[src/svam_pkg.sv]
// shared types, widths and codes for the sustained vital alarm manager
// used by every module of the block; depends on nothing
package svam_pkg;

  // timestamp width and fixed-point fraction of the vital values
  localparam int TIME_BITS       = 32;
  localparam int VALUE_FRAC_BITS = 4;

  // field widths
  localparam int STAMP_IN_W = 32;
  localparam int OX_W       = 11;
  localparam int HR_W       = 13;
  localparam int VENDOR_W   = 7;
  localparam int OWN_W      = 3;
  localparam int MASK_W     = VENDOR_W + OWN_W;
  localparam int NOTICE_W   = 2;

  // configuration register widths
  localparam int OX_LIM_W  = 7;
  localparam int HRL_LIM_W = 8;
  localparam int HRH_LIM_W = 9;
  localparam int HOLD_W    = 9;
  localparam int POLL_W    = 4;
  localparam int GAP_W     = POLL_W + 2;
  localparam int CFG_IDX_W = 3;
  localparam int CFG_DAT_W = 9;

  // width that holds both a shifted limit and a raw value
  localparam int LIM_SH_W = HRH_LIM_W + VALUE_FRAC_BITS;
  localparam int CMP_W    = (HR_W > LIM_SH_W) ? HR_W : LIM_SH_W;

  // queue between front and back
  localparam int QUEUE_DEPTH = 2;
  localparam int QPTR_W      = $clog2(QUEUE_DEPTH);
  localparam int QCNT_W      = $clog2(QUEUE_DEPTH + 1);

  // own rule positions
  localparam int RULE_OX  = 0;
  localparam int RULE_HRL = 1;
  localparam int RULE_HRH = 2;

  // request codes
  localparam logic REQ_EVAL = 1'b0;
  localparam logic REQ_ACK  = 1'b1;

  // battery notice codes
  localparam logic [NOTICE_W-1:0] NOTICE_NONE = 2'd0;
  localparam logic [NOTICE_W-1:0] NOTICE_LOW  = 2'd1;
  localparam logic [NOTICE_W-1:0] NOTICE_CRIT = 2'd2;

  // register indexes
  typedef enum logic [CFG_IDX_W-1:0] {
    CFG_OWN_ENABLE = 3'd0,
    CFG_OX_LIMIT   = 3'd1,
    CFG_OX_HOLD    = 3'd2,
    CFG_HRL_LIMIT  = 3'd3,
    CFG_HRL_HOLD   = 3'd4,
    CFG_HRH_LIMIT  = 3'd5,
    CFG_HRH_HOLD   = 3'd6,
    CFG_POLL       = 3'd7
  } cfg_reg_e;

  // register reset values
  localparam logic                 RST_OWN_ENABLE = 1'b0;
  localparam logic [OX_LIM_W-1:0]  RST_OX_LIMIT   = 7'd90;
  localparam logic [HOLD_W-1:0]    RST_HOLD       = 9'd10;
  localparam logic [HRL_LIM_W-1:0] RST_HRL_LIMIT  = 8'd80;
  localparam logic [HRH_LIM_W-1:0] RST_HRH_LIMIT  = 9'd200;
  localparam logic [POLL_W-1:0]    RST_POLL       = 4'd10;
  localparam logic [GAP_W-1:0]     GAP_SLACK      = 6'd5;

  // settings the back end needs
  typedef struct packed {
    logic              own_enable;
    logic [HOLD_W-1:0] ox_hold;
    logic [HOLD_W-1:0] hrl_hold;
    logic [HOLD_W-1:0] hrh_hold;
    logic [POLL_W-1:0] poll;
  } cfg_t;

  // one classified event
  typedef struct packed {
    logic                 req;
    logic                 new_sample;
    logic                 vitals_fresh;
    logic                 cloud_fresh;
    logic [TIME_BITS-1:0] stamp;
    logic [OWN_W-1:0]     holds;
    logic [VENDOR_W-1:0]  vendor;
    logic [NOTICE_W-1:0]  notice;
  } entry_t;

endpackage

[src/svam_front.sv]
// front end: configuration registers, event intake and classification
// depends on svam_pkg
module svam_front (
  input  logic                              clk_i,
  input  logic                              rst_ni,
  // configuration write channel
  input  logic                              cfg_valid_i,
  output logic                              cfg_ready_o,
  input  logic [svam_pkg::CFG_IDX_W-1:0]    cfg_idx_i,
  input  logic [svam_pkg::CFG_DAT_W-1:0]    cfg_data_i,
  // event channel
  input  logic                              in_valid_i,
  output logic                              in_stall_o,
  input  logic                              req_type_i,
  input  logic                              new_sample_i,
  input  logic                              vitals_fresh_i,
  input  logic                              cloud_fresh_i,
  input  logic [svam_pkg::STAMP_IN_W-1:0]   measured_time_i,
  input  logic [svam_pkg::OX_W-1:0]         oxygen_value_i,
  input  logic [svam_pkg::HR_W-1:0]         heart_value_i,
  input  logic [svam_pkg::VENDOR_W-1:0]     vendor_flags_i,
  input  logic                              battery_critical_i,
  input  logic                              battery_low_i,
  // queue side
  input  logic                              q_full_i,
  output logic                              push_o,
  output svam_pkg::entry_t                  entry_o,
  output svam_pkg::cfg_t                    cfg_o
);

  logic                              own_enable_q;
  logic [svam_pkg::OX_LIM_W-1:0]     ox_limit_q;
  logic [svam_pkg::HOLD_W-1:0]       ox_hold_q;
  logic [svam_pkg::HRL_LIM_W-1:0]    hrl_limit_q;
  logic [svam_pkg::HOLD_W-1:0]       hrl_hold_q;
  logic [svam_pkg::HRH_LIM_W-1:0]    hrh_limit_q;
  logic [svam_pkg::HOLD_W-1:0]       hrh_hold_q;
  logic [svam_pkg::POLL_W-1:0]       poll_q;

  logic [svam_pkg::CMP_W-1:0] ox_val, hr_val, ox_lim, hrl_lim, hrh_lim;

  // register file, always ready
  assign cfg_ready_o = 1'b1;

  always_ff @(posedge clk_i or negedge rst_ni) begin
    if (!rst_ni) begin
      own_enable_q <= svam_pkg::RST_OWN_ENABLE;
      ox_limit_q   <= svam_pkg::RST_OX_LIMIT;
      ox_hold_q    <= svam_pkg::RST_HOLD;
      hrl_limit_q  <= svam_pkg::RST_HRL_LIMIT;
      hrl_hold_q   <= svam_pkg::RST_HOLD;
      hrh_limit_q  <= svam_pkg::RST_HRH_LIMIT;
      hrh_hold_q   <= svam_pkg::RST_HOLD;
      poll_q       <= svam_pkg::RST_POLL;
    end else if (cfg_valid_i && cfg_ready_o) begin
      unique case (svam_pkg::cfg_reg_e'(cfg_idx_i))
        svam_pkg::CFG_OWN_ENABLE: own_enable_q <= cfg_data_i[0];
        svam_pkg::CFG_OX_LIMIT:   ox_limit_q   <= cfg_data_i[svam_pkg::OX_LIM_W-1:0];
        svam_pkg::CFG_OX_HOLD:    ox_hold_q    <= cfg_data_i[svam_pkg::HOLD_W-1:0];
        svam_pkg::CFG_HRL_LIMIT:  hrl_limit_q  <= cfg_data_i[svam_pkg::HRL_LIM_W-1:0];
        svam_pkg::CFG_HRL_HOLD:   hrl_hold_q   <= cfg_data_i[svam_pkg::HOLD_W-1:0];
        svam_pkg::CFG_HRH_LIMIT:  hrh_limit_q  <= cfg_data_i[svam_pkg::HRH_LIM_W-1:0];
        svam_pkg::CFG_HRH_HOLD:   hrh_hold_q   <= cfg_data_i[svam_pkg::HOLD_W-1:0];
        svam_pkg::CFG_POLL:       poll_q       <= cfg_data_i[svam_pkg::POLL_W-1:0];
      endcase
    end
  end

  assign cfg_o.own_enable = own_enable_q;
  assign cfg_o.ox_hold    = ox_hold_q;
  assign cfg_o.hrl_hold   = hrl_hold_q;
  assign cfg_o.hrh_hold   = hrh_hold_q;
  assign cfg_o.poll       = poll_q;

  // limits scaled to the fixed-point grid of the values
  assign ox_val  = svam_pkg::CMP_W'(oxygen_value_i);
  assign hr_val  = svam_pkg::CMP_W'(heart_value_i);
  assign ox_lim  = svam_pkg::CMP_W'(ox_limit_q) << svam_pkg::VALUE_FRAC_BITS;
  assign hrl_lim = svam_pkg::CMP_W'(hrl_limit_q) << svam_pkg::VALUE_FRAC_BITS;
  assign hrh_lim = svam_pkg::CMP_W'(hrh_limit_q) << svam_pkg::VALUE_FRAC_BITS;

  // intake: take a word whenever the queue has room
  assign in_stall_o = q_full_i;
  assign push_o     = in_valid_i && !q_full_i;

  // classify the event
  always_comb begin
    entry_o.req          = req_type_i;
    entry_o.new_sample   = new_sample_i;
    entry_o.vitals_fresh = vitals_fresh_i;
    entry_o.cloud_fresh  = cloud_fresh_i;
    entry_o.stamp        = svam_pkg::TIME_BITS'(measured_time_i);
    entry_o.holds[svam_pkg::RULE_OX]  = ox_val < ox_lim;
    entry_o.holds[svam_pkg::RULE_HRL] = hr_val < hrl_lim;
    entry_o.holds[svam_pkg::RULE_HRH] = hr_val > hrh_lim;
    entry_o.vendor       = vendor_flags_i;
    priority if (!cloud_fresh_i) begin
      entry_o.notice = svam_pkg::NOTICE_NONE;
    end else if (battery_critical_i) begin
      entry_o.notice = svam_pkg::NOTICE_CRIT;
    end else if (battery_low_i) begin
      entry_o.notice = svam_pkg::NOTICE_LOW;
    end else begin
      entry_o.notice = svam_pkg::NOTICE_NONE;
    end
  end

endmodule

[src/svam_queue.sv]
// short register queue between the front and back ends
// depends on svam_pkg
module svam_queue (
  input  logic             clk_i,
  input  logic             rst_ni,
  input  logic             push_i,
  input  svam_pkg::entry_t entry_i,
  output logic             full_o,
  input  logic             pop_i,
  output logic             avail_o,
  output svam_pkg::entry_t entry_o
);

  svam_pkg::entry_t             slot_q [svam_pkg::QUEUE_DEPTH];
  logic [svam_pkg::QPTR_W-1:0]  wr_ptr_q, rd_ptr_q;
  logic [svam_pkg::QCNT_W-1:0]  count_q;

  assign full_o  = count_q == svam_pkg::QCNT_W'(svam_pkg::QUEUE_DEPTH);
  assign avail_o = count_q != '0;
  assign entry_o = slot_q[rd_ptr_q];

  // entry storage
  always_ff @(posedge clk_i) begin
    if (push_i) begin
      slot_q[wr_ptr_q] <= entry_i;
    end
  end

  // pointers and fill level
  always_ff @(posedge clk_i or negedge rst_ni) begin
    if (!rst_ni) begin
      wr_ptr_q <= '0;
      rd_ptr_q <= '0;
      count_q  <= '0;
    end else begin
      if (push_i) begin
        wr_ptr_q <= (wr_ptr_q == svam_pkg::QPTR_W'(svam_pkg::QUEUE_DEPTH - 1)) ?
                    '0 : wr_ptr_q + 1'b1;
      end
      if (pop_i) begin
        rd_ptr_q <= (rd_ptr_q == svam_pkg::QPTR_W'(svam_pkg::QUEUE_DEPTH - 1)) ?
                    '0 : rd_ptr_q + 1'b1;
      end
      if (push_i && !pop_i) begin
        count_q <= count_q + 1'b1;
      end else if (pop_i && !push_i) begin
        count_q <= count_q - 1'b1;
      end
    end
  end

endmodule

[src/svam_back.sv]
// back end: sustained rule timing, alarm mask, ack and sound state, result register
// depends on svam_pkg
module svam_back (
  input  logic                             clk_i,
  input  logic                             rst_ni,
  input  svam_pkg::cfg_t                   cfg_i,
  input  logic                             q_avail_i,
  input  svam_pkg::entry_t                 entry_i,
  output logic                             pop_o,
  output logic                             out_valid_o,
  input  logic                             out_stall_i,
  output logic [svam_pkg::MASK_W-1:0]      alarm_bits_o,
  output logic                             unacked_alarm_o,
  output logic                             critical_o,
  output logic [svam_pkg::NOTICE_W-1:0]    battery_notice_o,
  output logic                             offline_last_known_o,
  output logic                             sound_request_o,
  output logic                             muted_o
);

  localparam int TB = svam_pkg::TIME_BITS;
  localparam int NR = svam_pkg::OWN_W;

  // rule and alarm state
  logic [TB-1:0]               start_q [NR];
  logic [TB-1:0]               start_d [NR];
  logic [NR-1:0]               flags_q, flags_d;
  logic [TB-1:0]               last_q, last_d;
  logic [svam_pkg::MASK_W-1:0] latched_q, latched_d, acked_q, acked_d;
  logic                        sound_q, sound_d, silenced_q, silenced_d;

  // result register
  logic                          out_valid_q;
  logic [svam_pkg::MASK_W-1:0]   alarm_q;
  logic                          unacked_q, critical_q, offline_q;
  logic [svam_pkg::NOTICE_W-1:0] notice_q;

  // step datapath
  logic [svam_pkg::HOLD_W-1:0] hold [NR];
  logic [TB-1:0]               elapsed [NR];
  logic [NR-1:0]               base_zero, fire, rule_flags;
  logic [TB-1:0]               last_gap;
  logic [svam_pkg::GAP_W-1:0]  gap;
  logic                        jump, run, wipe;
  logic [svam_pkg::MASK_W-1:0] mask, acked_new;

  assign hold[svam_pkg::RULE_OX]  = cfg_i.ox_hold;
  assign hold[svam_pkg::RULE_HRL] = cfg_i.hrl_hold;
  assign hold[svam_pkg::RULE_HRH] = cfg_i.hrh_hold;

  // take a word when the result slot is free or being emptied
  assign pop_o = q_avail_i && (!out_valid_q || !out_stall_i);

  // timestamp jump check, all three rules evaluated in parallel
  always_comb begin
    gap      = svam_pkg::GAP_W'({cfg_i.poll, 1'b0}) + svam_pkg::GAP_SLACK;
    last_gap = entry_i.stamp - last_q;
    jump     = (last_q != '0) &&
               ((entry_i.stamp < last_q) || (last_gap > TB'(gap)));
    for (int i = 0; i < NR; i++) begin
      elapsed[i]   = entry_i.stamp - start_q[i];
      base_zero[i] = jump || (start_q[i] == '0);
      fire[i]      = base_zero[i] ? (hold[i] == '0) : (elapsed[i] >= TB'(hold[i]));
      rule_flags[i] = entry_i.holds[i] && fire[i];
    end
  end

  // next state for one word
  always_comb begin
    wipe = !cfg_i.own_enable || !entry_i.vitals_fresh;
    run  = !wipe && entry_i.new_sample;
    for (int i = 0; i < NR; i++) begin
      start_d[i] = start_q[i];
    end
    flags_d    = flags_q;
    last_d     = last_q;
    latched_d  = latched_q;
    acked_d    = acked_q;
    sound_d    = sound_q;
    silenced_d = silenced_q;
    mask       = '0;
    acked_new  = '0;
    if (entry_i.req == svam_pkg::REQ_ACK) begin
      acked_d    = latched_q;
      silenced_d = latched_q != '0;
      sound_d    = 1'b0;
    end else begin
      // rule update
      if (wipe) begin
        for (int i = 0; i < NR; i++) begin
          start_d[i] = '0;
        end
        flags_d = '0;
        last_d  = '0;
      end else if (run) begin
        for (int i = 0; i < NR; i++) begin
          if (!entry_i.holds[i]) begin
            start_d[i] = '0;
          end else if (base_zero[i]) begin
            start_d[i] = entry_i.stamp;
          end
        end
        flags_d = rule_flags;
        last_d  = entry_i.stamp;
      end
      // mask rebuild
      mask      = {flags_d, entry_i.vendor};
      acked_new = acked_q & mask;
      acked_d   = acked_new;
      if ((mask & ~latched_q & ~acked_new) != '0) begin
        sound_d = 1'b1;
      end
      if (mask == '0) begin
        sound_d = 1'b0;
      end
      latched_d  = mask;
      silenced_d = (mask != '0) && ((mask & ~acked_new) == '0);
    end
  end

  // state registers
  always_ff @(posedge clk_i or negedge rst_ni) begin
    if (!rst_ni) begin
      for (int i = 0; i < NR; i++) begin
        start_q[i] <= '0;
      end
      flags_q    <= '0;
      last_q     <= '0;
      latched_q  <= '0;
      acked_q    <= '0;
      sound_q    <= 1'b0;
      silenced_q <= 1'b0;
    end else if (pop_o) begin
      for (int i = 0; i < NR; i++) begin
        start_q[i] <= start_d[i];
      end
      flags_q    <= flags_d;
      last_q     <= last_d;
      latched_q  <= latched_d;
      acked_q    <= acked_d;
      sound_q    <= sound_d;
      silenced_q <= silenced_d;
    end
  end

  // result valid
  always_ff @(posedge clk_i or negedge rst_ni) begin
    if (!rst_ni) begin
      out_valid_q <= 1'b0;
    end else if (pop_o) begin
      out_valid_q <= 1'b1;
    end else if (!out_stall_i) begin
      out_valid_q <= 1'b0;
    end
  end

  // result payload
  always_ff @(posedge clk_i) begin
    if (pop_o) begin
      alarm_q    <= latched_d;
      unacked_q  <= (latched_d & ~acked_d) != '0;
      critical_q <= latched_d != '0;
      notice_q   <= entry_i.notice;
      offline_q  <= (latched_d != '0) && !entry_i.cloud_fresh;
    end
  end

  assign out_valid_o          = out_valid_q;
  assign alarm_bits_o         = alarm_q;
  assign unacked_alarm_o      = unacked_q;
  assign critical_o           = critical_q;
  assign battery_notice_o     = notice_q;
  assign offline_last_known_o = offline_q;
  assign sound_request_o      = sound_q;
  assign muted_o              = silenced_q;

  // result consistency
  a_muted_has_alarm: assert property (@(posedge clk_i) disable iff (!rst_ni)
    out_valid_o |-> (!muted_o || critical_o))
    else $error("muted without any alarm");

  a_muted_not_unacked: assert property (@(posedge clk_i) disable iff (!rst_ni)
    out_valid_o |-> !(muted_o && unacked_alarm_o))
    else $error("muted while an alarm is unacknowledged");

  a_sound_has_alarm: assert property (@(posedge clk_i) disable iff (!rst_ni)
    out_valid_o |-> (!sound_request_o || critical_o))
    else $error("sound requested with an empty mask");

  a_offline_no_notice: assert property (@(posedge clk_i) disable iff (!rst_ni)
    (out_valid_o && offline_last_known_o) |->
      (critical_o && battery_notice_o == svam_pkg::NOTICE_NONE))
    else $error("offline flag with battery notice or no alarm");

  a_ack_clears_sound: assert property (@(posedge clk_i) disable iff (!rst_ni)
    (pop_o && entry_i.req == svam_pkg::REQ_ACK) |=> !sound_q)
    else $error("sound still pending after acknowledge");

endmodule

[src/sustained_vital_alarm_manager_unit.sv]
// Sustained vital alarm manager.
// Channels: an event channel (in_valid_i / in_stall_o) carrying one evaluate
// or acknowledge word, a result channel (out_valid_o / out_stall_i) giving
// one result word per event, and a configuration write channel
// (cfg_valid_i / cfg_ready_o, cfg_idx_i, cfg_data_i) that is always ready.
// Configuration must be written only while the block holds no pending event;
// the block itself does not enforce this. An event word is written into the
// front queue and is computed into the back end's result register as it
// leaves, where the result waits until taken. Throughput: one event per
// cycle while the receiver does not stall; every step is a handful of 32-bit
// subtract-and-compare operations in the back end, done combinationally.
// When the receiver stalls, the result register holds and the two-word
// queue absorbs further events; in_stall_o rises once the queue is full.
// Reset clears the rule timers, alarm masks, sound and mute state, the
// queue and the result valid, and loads the register defaults. No sweep
// is needed after reset.
// depends on svam_pkg, svam_front, svam_queue, svam_back
module sustained_vital_alarm_manager_unit (
  input  logic                              clk_i,
  input  logic                              rst_ni,
  input  logic                              cfg_valid_i,
  output logic                              cfg_ready_o,
  input  logic [svam_pkg::CFG_IDX_W-1:0]    cfg_idx_i,
  input  logic [svam_pkg::CFG_DAT_W-1:0]    cfg_data_i,
  input  logic                              in_valid_i,
  output logic                              in_stall_o,
  input  logic                              req_type_i,
  input  logic                              new_sample_i,
  input  logic                              vitals_fresh_i,
  input  logic                              cloud_fresh_i,
  input  logic [svam_pkg::STAMP_IN_W-1:0]   measured_time_i,
  input  logic [svam_pkg::OX_W-1:0]         oxygen_value_i,
  input  logic [svam_pkg::HR_W-1:0]         heart_value_i,
  input  logic [svam_pkg::VENDOR_W-1:0]     vendor_flags_i,
  input  logic                              battery_critical_i,
  input  logic                              battery_low_i,
  output logic                              out_valid_o,
  input  logic                              out_stall_i,
  output logic [svam_pkg::MASK_W-1:0]       alarm_bits_o,
  output logic                              unacked_alarm_o,
  output logic                              critical_o,
  output logic [svam_pkg::NOTICE_W-1:0]     battery_notice_o,
  output logic                              offline_last_known_o,
  output logic                              sound_request_o,
  output logic                              muted_o
);

  svam_pkg::entry_t push_entry, pop_entry;
  svam_pkg::cfg_t   cfg;
  logic             push, pop, q_full, q_avail;

  // intake and classification
  svam_front u_front (
    .clk_i              (clk_i),
    .rst_ni             (rst_ni),
    .cfg_valid_i        (cfg_valid_i),
    .cfg_ready_o        (cfg_ready_o),
    .cfg_idx_i          (cfg_idx_i),
    .cfg_data_i         (cfg_data_i),
    .in_valid_i         (in_valid_i),
    .in_stall_o         (in_stall_o),
    .req_type_i         (req_type_i),
    .new_sample_i       (new_sample_i),
    .vitals_fresh_i     (vitals_fresh_i),
    .cloud_fresh_i      (cloud_fresh_i),
    .measured_time_i    (measured_time_i),
    .oxygen_value_i     (oxygen_value_i),
    .heart_value_i      (heart_value_i),
    .vendor_flags_i     (vendor_flags_i),
    .battery_critical_i (battery_critical_i),
    .battery_low_i      (battery_low_i),
    .q_full_i           (q_full),
    .push_o             (push),
    .entry_o            (push_entry),
    .cfg_o              (cfg)
  );

  // decoupling queue
  svam_queue u_queue (
    .clk_i   (clk_i),
    .rst_ni  (rst_ni),
    .push_i  (push),
    .entry_i (push_entry),
    .full_o  (q_full),
    .pop_i   (pop),
    .avail_o (q_avail),
    .entry_o (pop_entry)
  );

  // rule engine and result register
  svam_back u_back (
    .clk_i                (clk_i),
    .rst_ni               (rst_ni),
    .cfg_i                (cfg),
    .q_avail_i            (q_avail),
    .entry_i              (pop_entry),
    .pop_o                (pop),
    .out_valid_o          (out_valid_o),
    .out_stall_i          (out_stall_i),
    .alarm_bits_o         (alarm_bits_o),
    .unacked_alarm_o      (unacked_alarm_o),
    .critical_o           (critical_o),
    .battery_notice_o     (battery_notice_o),
    .offline_last_known_o (offline_last_known_o),
    .sound_request_o      (sound_request_o),
    .muted_o              (muted_o)
  );

endmodule
[config.mk]
export PLATFORM = sky130hd
export DESIGN_NAME = sustained_vital_alarm_manager_unit
export DESIGN_NICKNAME = d
export VERILOG_FILES = /design/src/svam_pkg.sv /design/src/svam_front.sv /design/src/svam_queue.sv /design/src/svam_back.sv /design/src/sustained_vital_alarm_manager_unit.sv
export SDC_FILE = /design/constraint.sdc
export NUM_CORES = 1
export LEC_CHECK = 0
export BUFFER_PORTS_ARGS = -buffer_cell sky130_fd_sc_hd__buf_2
export CORE_AREA = 5 5 224 226
export CTS_CLUSTER_SIZE = 14
export DETAILED_ROUTE_END_ITERATION = 8
export DIE_AREA = 0 0 229 231
export HOLD_SLACK_MARGIN = 0.15
export PLACE_DENSITY_LB_ADDON = 0.2
export SLEW_MARGIN = 20
export SYNTH_ARGS = -nofsm -noshare
export SYNTH_HDL_FRONTEND = slang
export SYNTH_SLANG_ARGS = --single-unit
[constraint.sdc]
create_clock -name clk_i -period 8.37 [get_ports clk_i]
set_input_delay 2.511 -clock clk_i [delete_from_list [all_inputs] [get_ports clk_i]]
set_output_delay 2.511 -clock clk_i [all_outputs]
set_load 0.005 [all_outputs]
* After elaboration in Yosys (flattened, before gate mapping)
Memories as Yosys holds them, arrays and structs flattened.
Index checks and enable logic that the tools add are counted.
** Operators by class
- Shift operators :: 0
- $mul :: 0
- Muxes and demuxes :: 33
- Reduce and logical (&&, ||, !) cells :: 59
- Bitwise gates (word level) :: 9
- Equality and inequality tests :: 12
- $add $sub $neg :: 9
- Magnitude comparators :: 8
- Div/mod/pow operators :: 0
** Operator list (number)
- 32-bit 2-to-1 mux :: 8
- 96-bit 2-to-1 mux :: 2
- 32-bit subtractor :: 4
- 32-bit by 9-bit greater-or-equal comparator with 1-bit output :: 3
- 32-bit logical NOT :: 3
- 10-bit bitwise AND :: 5
- 10-bit nonzero test :: 5
- 32-bit by 6-bit greater-than comparator with 1-bit output :: 1
- 32-bit < comparator :: 1
- 32-bit nonzero test :: 1
- 10-bit inverter :: 3
- 9-bit logical NOT :: 3
- 10-bit logical NOT :: 2
- 10-bit 2-to-1 mux :: 2
- 2-bit AND reduction :: 10
- 1-bit 2-to-1 mux :: 14
- 13-bit greater-than comparator :: 1
- 13-bit by 12-bit < comparator with 1-bit output :: 1
- 3-bit equality test (second input constant) :: 4
- 4-bit AND reduction :: 3
- 1-bit logical AND :: 11
- 11-bit < comparator :: 1
- 1-bit logical NOT :: 9
- 3-bit 2-to-1 mux :: 3
- other kinds (16) :: 30
** Storage, ports and cells
- Word-level logic and storage cells :: 157
- RAM bits :: 96
- Bits in registers :: 229
- Output and inout bits :: 20
- Latch bits :: 0
- Memory bits (read-only) :: 0
- Memories kept :: 1
- Input bits :: 86
** Memory list
- u_queue.slot_q :: depth 2, bits a word 48, read ports 1, clocked after Yosys merged registers in 0, wr ports 1, RTL line svam_queue.sv:14 : svam_pkg::entry_t slot_q [svam_pkg::QUEUE_DEPTH];

* Longest topological paths before layout
Gate-level depths: netlist of run 1.
An unclocked memory read counts as a cell.
- Depth in word-level cells :: 18
- Mapped depth :: 26
- Gate-level depth less buffers :: 23

* Hierarchy
Synthesis of run 1 repeated with hierarchy kept, for this count alone.
** Second synthesis, totals
- Cells, all modules :: 2674
- Area total of the unflattened synthesis :: 23587.6 sq um
** By module, submodules not included
- svam_back :: cells each 2246, area each 16768.6 sq um, times used 1, seq. area each 4304.1 sq um
- svam_queue :: cells each 165, area each 3698.5 sq um, times used 1, seq. area each 2982.9 sq um
- svam_front :: cells each 263, area each 3120.5 sq um, times used 1, seq. area each 1422.6 sq um

* Worst setup path before layout of run 1
No wires, ideal clock.
- Path type :: reg-to-reg
- Start point :: reg u_queue.rd_ptr_q
- End point :: reg u_back.critical_q, in the netlist u_back.critical_o (data pin)
- Period minus slack after synthesis :: 6.572 ns
- Required time :: 8.105 ns
- Setup time :: 0.265 ns
- Setup slack :: 1.798 ns
- Data arrival time :: 6.307 ns
- Cell stages (with the launch flop) :: 27
- Buffers on the path :: 4
- Path through :: dfrtp_1 -> buf_2 -> buf_1 -> buf_1 -> clkbuf_1 -> mux2i_1 -> inv_1 -> ha_1 -> a211oi_1 -> nor2_1 -> a21oi_1 -> o21bai_1 -> a21oi_1 -> xnor2_1 -> ha_1 -> a211oi_1 -> o221ai_1 -> nor4_1 -> nand4_1 -> or3b_1 -> or4_1 -> nor4b_2 -> nand4_1 -> mux2i_1 -> a2bb2oi_2 -> a21oi_2 -> or3_1
** Between the ends
- Longest elaborated chain between the ends :: 13
- Elaborated cells on any way between the ends :: 30
- Classes of those cells :: 4 x add/sub; 5 x order compare; 7 x mux; 13 x reduce/logical; 1 x memory
** Ends and longest elaborated chain
- start: declaration :: RTL line svam_queue.sv:15 : logic [svam_pkg::QPTR_W-1:0] wr_ptr_q, rd_ptr_q;
- start signal: assignment :: RTL line svam_queue.sv:41 : rd_ptr_q <= (rd_ptr_q == svam_pkg::QPTR_W'(svam_pkg::QUEUE_DEPTH - 1)) ?
- memory 2 x 48 bit *
- 32-bit subtractor :: RTL line svam_back.sv:57 : last_gap = entry_i.stamp - last_q;
- 32-bit by 6-bit greater-than comparator with 1-bit output :: RTL line svam_back.sv:59 : ((entry_i.stamp < last_q) || (last_gap > TB'(gap)));
- 1-bit logical OR :: RTL line svam_back.sv:59
- 1-bit logical AND :: RTL line svam_back.sv:58 : jump = (last_q != '0) &&
- 1-bit logical OR :: RTL line svam_back.sv:62 : base_zero[i] = jump || (start_q[i] == '0);
- 1-bit 2-to-1 mux :: RTL line svam_back.sv:63 : fire[i] = base_zero[i] ? (hold[i] == '0) : (elapsed[i] >= TB'(hold[i]));
- 1-bit logical AND :: RTL line svam_back.sv:64 : rule_flags[i] = entry_i.holds[i] && fire[i];
- 3-bit 2-to-1 mux :: RTL line svam_back.sv:95 : end else if (run) begin
- 3-bit 2-to-1 mux :: RTL line svam_back.sv:89 : if (wipe) begin
- 3-bit 2-to-1 mux :: RTL line svam_back.sv:83 : if (entry_i.req == svam_pkg::REQ_ACK) begin
- 10-bit 2-to-1 mux * :: RTL line svam_back.sv:83
- named net u_back.latched_d (one bit) :: RTL line svam_back.sv:29 : logic [svam_pkg::MASK_W-1:0] latched_q, latched_d, acked_q, acked_d;
- 10-bit nonzero test * :: RTL line svam_back.sv:162 : critical_q <= latched_d != '0;
- end signal: assignment :: RTL line svam_back.sv:162
- end: declaration :: RTL line svam_back.sv:35 : logic unacked_q, critical_q, offline_q;
Mark *: on every way through the listed nets, which the timed path passes. The rest lies on a longest branch. The select of a mux whose other input is x is not followed.
A chain may end at the register's enable or synchronous reset.

* Worst setup path in the final report of run 1
Same ends and word-level chain as after synthesis.

==> metrics.yaml, run 1 <==
status:
  outcome: "complete, no violations"
clock_tree:
  cts_resized: 0
  clk_path_buf_depth: 3
  ctsRootBufferMaster: "clkbuf_16"
  clkSlewWorstSetupHoldPaths_ns: 0.06
  clock_sinks: 325
  post_cts_buffers: 0
  cts_tree: "built"
  htree_levels: 2
  cts_buffers: 34
  cts_hold_buf: 0
  insertion_delay_ns: 0.53
sta:
  fin_worst_skew_ns: 0.0139
  relSlewSlack_pct: 34.3
  slew_viol_final: 0
  rsz0062_at_grt: "no"
  setup_viol: 0
  fin_setup_tns_ns: 0
  tightest_slew_ns: 0.959
  period_needed_ns: 7.14
  fmax_mhz: 140
  period_share_pct: 85.3
  hold_viol_final: 0
routing:
  vias: 19900
  routed_wl_mm: 71.4
  drt_first_pass_iters: 6
  wire_per_inst_microns: 21.9
  drc: 0
  ant_nets: 0
  viasPerCell: 6.10
  drt-initial-drc-count: 1660
floorplanning:
  initial_core_util_pct: 47.3
  rows: 81
  io_pins: 106
  die_w_microns: 229
  die_area_sq_um: 52900
  core_sq_um: 48100
  die_h_microns: 231
worst_setup_path:
  r2r-end: "u_back.critical_o$_DFFE_PP_"
  worstPathRequired_ns: 8.64
  worstPathMaxFanout: 22
  start_kind: "flop"
  cp-end-kind: "flop"
  reg2reg_setup_slack_ns: 1.23
  worstSetupStartpoint: "u_queue.rd_ptr_q$_DFFE_PN0P_"
  crit_end: "u_back.critical_o$_DFFE_PP_"
  path_class: "flop to flop"
  r2r_start: "u_queue.rd_ptr_q$_DFFE_PN0P_"
  rr_worst_depth: 16
  arrival_ns: 7.41
synthesis:
  async_flop_share_pct: 65.8
  seq_area_frac_synth_pct: 38.3
  synth_enable_flop_cells: 111
  synth_cells: 2543
  synth_most_common_cell: "nand2_1"
  syn_nets: 2815
  ys_types: 100
  yosys-top-cells-count: "nand2_1 (310), inv_1 (245), dfrtp_1 (197), o21ai_0 (191), ha_1 (182)"
  netlist_top_cells_area: "dfrtp_1 (22%), edfxtp_1 (15%), ha_1 (10%), nand2_1 (5.1%), o21ai_0 (4.2%)"
  synthFlopType: "dfrtp_1"
  synth_top_area_share_pct: 21.7
  synth_warnings: 0
  synth_area_leader_cell: "dfrtp_1"
  syn_area_per_cell_sq_um: 8.95
  ys_ff_latch: 325
  syn_area_sq_um: 22800
grt:
  gr-usage-met2_pct: 42.4
  grt_usage_pct: 25.9
  grt_max_degree: 163
  grt-ovfl-total: 0
  grt_pass1_vias: 19200
  use_met1_pct: 36.3
  antenna_found_initial: 0
  grt_pass1_wl_mm: 109
  grt.busiest_layer: "met2"
  gr-usage-met3_pct: 3.36
job:
  drv_cap: 0
power:
  p_leak_nw: 10.4
  finalPower_mw: 12.0
  power_density_nw_per_um2: 478
  max-vdd-ir-drop_uv: 227
place:
  port_buffers: 100
  gp_congestion: 0.971
  dp_hpwl_mm: 55.6
final_layout:
  register_area_sq_um: 8710
  layout-drive-gt1-share_pct: 10.9
  fillers: 4437
  multi_input_area_sq_um: 12700
  area_delta_synth_final_pct: 10.3
  final_nets: 2885
min_path:
  hold_class: "flop to flop"
[power by group]
| part | switching (mW) | internal (mW) | leakage [nW] | total [mW] |
|---|---|---|---|---|
| registers | 0.369 | 2.17 | 3.82 | 2.54 |
| clock network | 0.632 | 0.925 | 0.556 | 1.56 |
| logic | 5.11 | 2.81 | 6.02 | 7.92 |
[placed cells by master (no fill, tap or decap), drive strengths merged, types with 17 or more instances in the layout]
cell | netlist | routed
a211oi | 27 | 27
a21o | 47 | 47
a21oi | 163 | 163
buf | 27 | 134
clkbuf | 73 | 46
dfrtp | 197 | 197
dfstp | 17 | 17
edfxtp | 111 | 111
ha | 182 | 182
inv | 245 | 245
mux2 | 42 | 42
mux2i | 58 | 58
nand2 | 310 | 310
nand2b | 19 | 19
nand3 | 37 | 37
nand4 | 60 | 60
nor2 | 127 | 127
nor2b | 18 | 18
nor3 | 45 | 45
nor4 | 54 | 54
o211ai | 26 | 26
o21a | 39 | 39
o21ai | 209 | 209
o31ai | 70 | 70
or3 | 22 | 22
xnor2 | 40 | 40
xor2 | 32 | 32
[cell type report]
type,count,share of cell area (%)
Tap cell,622,3.10
Antenna cell,1,0.00997
Sequential cell,325,34.7
Multi-Input combinational cell,1873,50.8
Clock buffer,46,3.94
Timing Repair Buffer,134,3.20
Inverter,245,3.66
Clock inverter,15,0.633
[how the worst min path moves through the flow]
stage	start	endpoint	depth (start not counted)
final	u_back.out_valid_o$_DFFE_PN0P_	u_back.out_valid_o$_DFFE_PN0P_	2
after floorplan	u_queue.wr_ptr_q$_DFFE_PN0P_	u_queue.wr_ptr_q$_DFFE_PN0P_	1
after CTS	u_back.out_valid_o$_DFFE_PN0P_	u_back.out_valid_o$_DFFE_PN0P_	2
after detailed placement	u_back.flags_q[0]$_DFFE_PN0P_	u_back.flags_q[0]$_DFFE_PN0P_	2
after global placement	u_back.out_valid_o$_DFFE_PN0P_	u_back.out_valid_o$_DFFE_PN0P_	2
after global routing	u_front.hrl_limit_q[3]$_DFFE_PN0P_	u_front.hrl_limit_q[3]$_DFFE_PN0P_	1
[stage by stage]
step	cells	setup WS (ns)	utilization, %	hold WS [ns]	instance area (sq um)
finish	3261	1.23	52.2	0.493	25100
global route	3260	1.01	52.2	0.528	25100
CTS	3260	1.43	52.2	0.502	25100
detailed placement	3199	1.47	49.8	0.488	24000
global placement	3199	1.46	49.8	0.475	24000
floorplan	2543	1.80	-	0.461	22800
[sequential cells by signal (all words and copies together) (netlist names), 9 cells and up]
register,flops
u_back.acked_q,10
u_back.alarm_bits_o,10
u_back.last_q,32
u_back.latched_q,10
u_back.start_q,96
u_front.hrh_hold_q,9
u_front.hrh_limit_q,9
u_front.hrl_hold_q,9
u_front.ox_hold_q,9
u_queue.slot_q,96
[logic make-up (layout without fill, tap and decap cells)]
logic type / after synthesis / after routing / share of synthesized area, %
buffers and inverters: 345 / 440 / 5.86
other: 1 / 2 / 0.0165
flip-flops: 325 / 325 / 38.3
AO/OA/AOI/OAI: 740 / 740 / 21.4
XOR/XNOR: 72 / 72 / 2.77
AND/OR/NAND/NOR: 774 / 774 / 16.6
multiplexers: 100 / 100 / 4.68
adder cells (fa/ha/maj): 186 / 186 / 10.4
[worst max-delay path: stages (launching register included)]
cell,delay [ns]
dfrtp_2,0.69
buf_12,0.26
mux2i_1,0.82
inv_1,0.48
ha_1,0.57
nand3_1,0.13
or3_1,0.46
a311oi_1,0.48
nor2_1,0.10
a21o_1,0.19
nor4_1,0.45
a41oi_1,0.52
nor2_1,0.40
mux2i_1,0.49
a2bb2oi_2,0.29
a21oi_2,0.12
or3_1,0.40
[metal layers]
layer  wire [microns]  vias to the layer above
met5                0                        -
met4             2390                        0
met3             4560                      117
met2            32700                      688
met1            31700                     9656
li1                 -                     9437
Power figures use the tool's default switching activity.
==> inputs of run 2 (changes only) <==
- PLACE_DENSITY_LB_ADDON: 0.2 -> unset
==> run 2 against run 1 <==
Final cell count increased by 0.67%. Die area unchanged. Setup slack gained 0.11 ns. Via count is 0.83% higher. Register-to-register slack improved by 0.11 ns. Critical path depth increased by 9. Non-clock buffer count increased by 20. Highest routed layer unchanged. Critical endpoint unchanged. Utilization increased by 0.41 points.
==> metrics.yaml, run 2 (synthesized netlist as in run 1, its figures left out) <==
routing:
  viasPerCell: 6.11
  wire_per_inst_microns: 22.3
  vias: 20100
  drt_first_pass_iters: 5
  ant_nets: 0
  routed_wl_mm: 73.0
  drt-initial-drc-count: 1698
  drc: 0
clock_tree:
  clock_sinks: 325
  clk_path_buf_depth: 3
  post_cts_buffers: 0
  htree_levels: 2
  cts_tree: "built"
  cts_buffers: 35
  insertion_delay_ns: 0.55
  ctsRootBufferMaster: "clkbuf_16"
  clkSlewWorstSetupHoldPaths_ns: 0.06
  cts_hold_buf: 0
  cts_resized: 0
grt:
  grt_max_degree: 177
  grt_pass1_vias: 19000
  grt-ovfl-total: 0
  grt_usage_pct: 26.6
  grt_pass1_wl_mm: 111
  antenna_found_initial: 0
sta:
  setup_viol: 0
  hold_viol_final: 0
  relSlewSlack_pct: 28.9
  fin_worst_skew_ns: 0.0313
  fmax_mhz: 142
  period_share_pct: 84.1
  slew_viol_final: 0
  period_needed_ns: 7.04
  rsz0062_at_grt: "no"
  fin_setup_tns_ns: 0
  tightest_slew_ns: 1.07
worst_setup_path:
  cp-end-kind: "flop"
  path_class: "flop to flop"
  worstPathMaxFanout: 16
  start_kind: "flop"
  worstPathRequired_ns: 8.64
  arrival_ns: 7.31
min_path:
  hold_class: "flop to flop"
final_layout:
  register_area_sq_um: 8710
  multi_input_area_sq_um: 12700
  area_delta_synth_final_pct: 11.1
  fillers: 4494
  layout-drive-gt1-share_pct: 11.6
  antenna_cells: 0
  design_area_sq_um: 25300
  final_cell_mix: "nand2_1 (310), inv_1 (245), dfrtp_1 (196)"
  final_common_cell: "nand2_1"
  final_nets: 2906
  reg_top3: "u_back.start_q (96), u_queue.slot_q (96), u_back.last_q (32)"
floorplanning:
  die_h_microns: 231
  initial_core_util_pct: 47.3
  io_pins: 106
  die_w_microns: 229
  core_sq_um: 48100
  rows: 81
  die_area_sq_um: 52900
place:
  dp_hpwl_mm: 55.8
  place_area_sq_um: 24100
  port_buffers: 100
  gp_congestion: 0.948
status:
  outcome: "complete, no violations"
job:
  drv_cap: 0
-- run 2: cell types whose count changed in the layout (fill, tap and decap cells not counted), sizes merged --
cell,delta
diode,-1
inv,+3
bufinv,+2
clkbuf,-4
buf,+20
clkinv,+4
clkinvlp,-2
-- run 2: cell type report --
| class | count | share of cell area, % |
|---|---|---|
| multi-input cells | 1873 | 50.4 |
| flip-flops and latches | 325 | 34.4 |
| clock buffers | 42 | 3.77 |
| repair buffers | 154 | 3.72 |
| inverters | 245 | 3.63 |
| well taps | 622 | 3.08 |
| clock inverters | 22 | 1.02 |
-- run 2: per-stage QoR --
step	hold slack (ns)	utilization [%]	cells	setup slack, ns
finish	0.497	52.6	3283	1.33
global route	0.519	52.6	3283	0.811
CTS	0.503	52.6	3283	1.41
detailed placement	0.489	50.0	3219	1.45
global placement	0.481	50.0	3219	1.46
floorplan	0.461	-	2543	1.80
-- run 2: final timing paths --
path                                                     start  slack [ns]                              to  cells after the start
worst max-delay path              u_queue.rd_ptr_q$_DFFE_PN0P_        1.33     u_back.critical_o$_DFFE_PP_                     25
worst min-delay path            u_back.out_valid_o$_DFFE_PN0P_        0.50  u_back.out_valid_o$_DFFE_PN0P_                      2
worst max register to register    u_queue.rd_ptr_q$_DFFE_PN0P_        1.33     u_back.critical_o$_DFFE_PP_                     25
worst min register to register  u_back.out_valid_o$_DFFE_PN0P_        0.50  u_back.out_valid_o$_DFFE_PN0P_                      2
max in group asynchronous                               rst_ni        5.20   u_back.last_q[10]$_DFFE_PN0P_                      2
min in group asynchronous                               rst_ni        1.86  u_back.out_valid_o$_DFFE_PN0P_                      1
-- run 2: critical path, stage by stage (launching register included) --
cell	delay [ns]
dfrtp_2	0.59
buf_4	0.39
mux2i_1	0.26
buf_4	0.24
ha_1	0.19
inv_1	0.05
fa_1	0.42
a211oi_1	0.25
nor2_1	0.10
a21oi_1	0.42
o21bai_1	0.11
a21oi_1	0.19
xnor2_1	0.09
ha_1	0.24
a211oi_1	0.28
o221ai_1	0.19
nor4_1	0.37
nand4_1	0.14
or3b_1	0.35
or4_1	0.42
nor4b_2	0.22
nand4_1	0.13
mux2i_1	0.35
a2bb2oi_2	0.28
a21oi_2	0.11
or3_1	0.40
-- run 2: metal layers --
layer | wire length (microns) | vias to the layer above | track usage, %
li1 | - | 9515 | -
met1 | 33700 | 9760 | 38.1
met4 | 2600 | 0 | 8.59
met5 | 0 | - | 0
met3 | 4140 | 121 | 3.05
met2 | 32600 | 668 | 42.5
Power of run 2 is left out: the tool's default activity adds up to more than one toggle a clock period on the data nets, which glitch-free logic cannot reach.
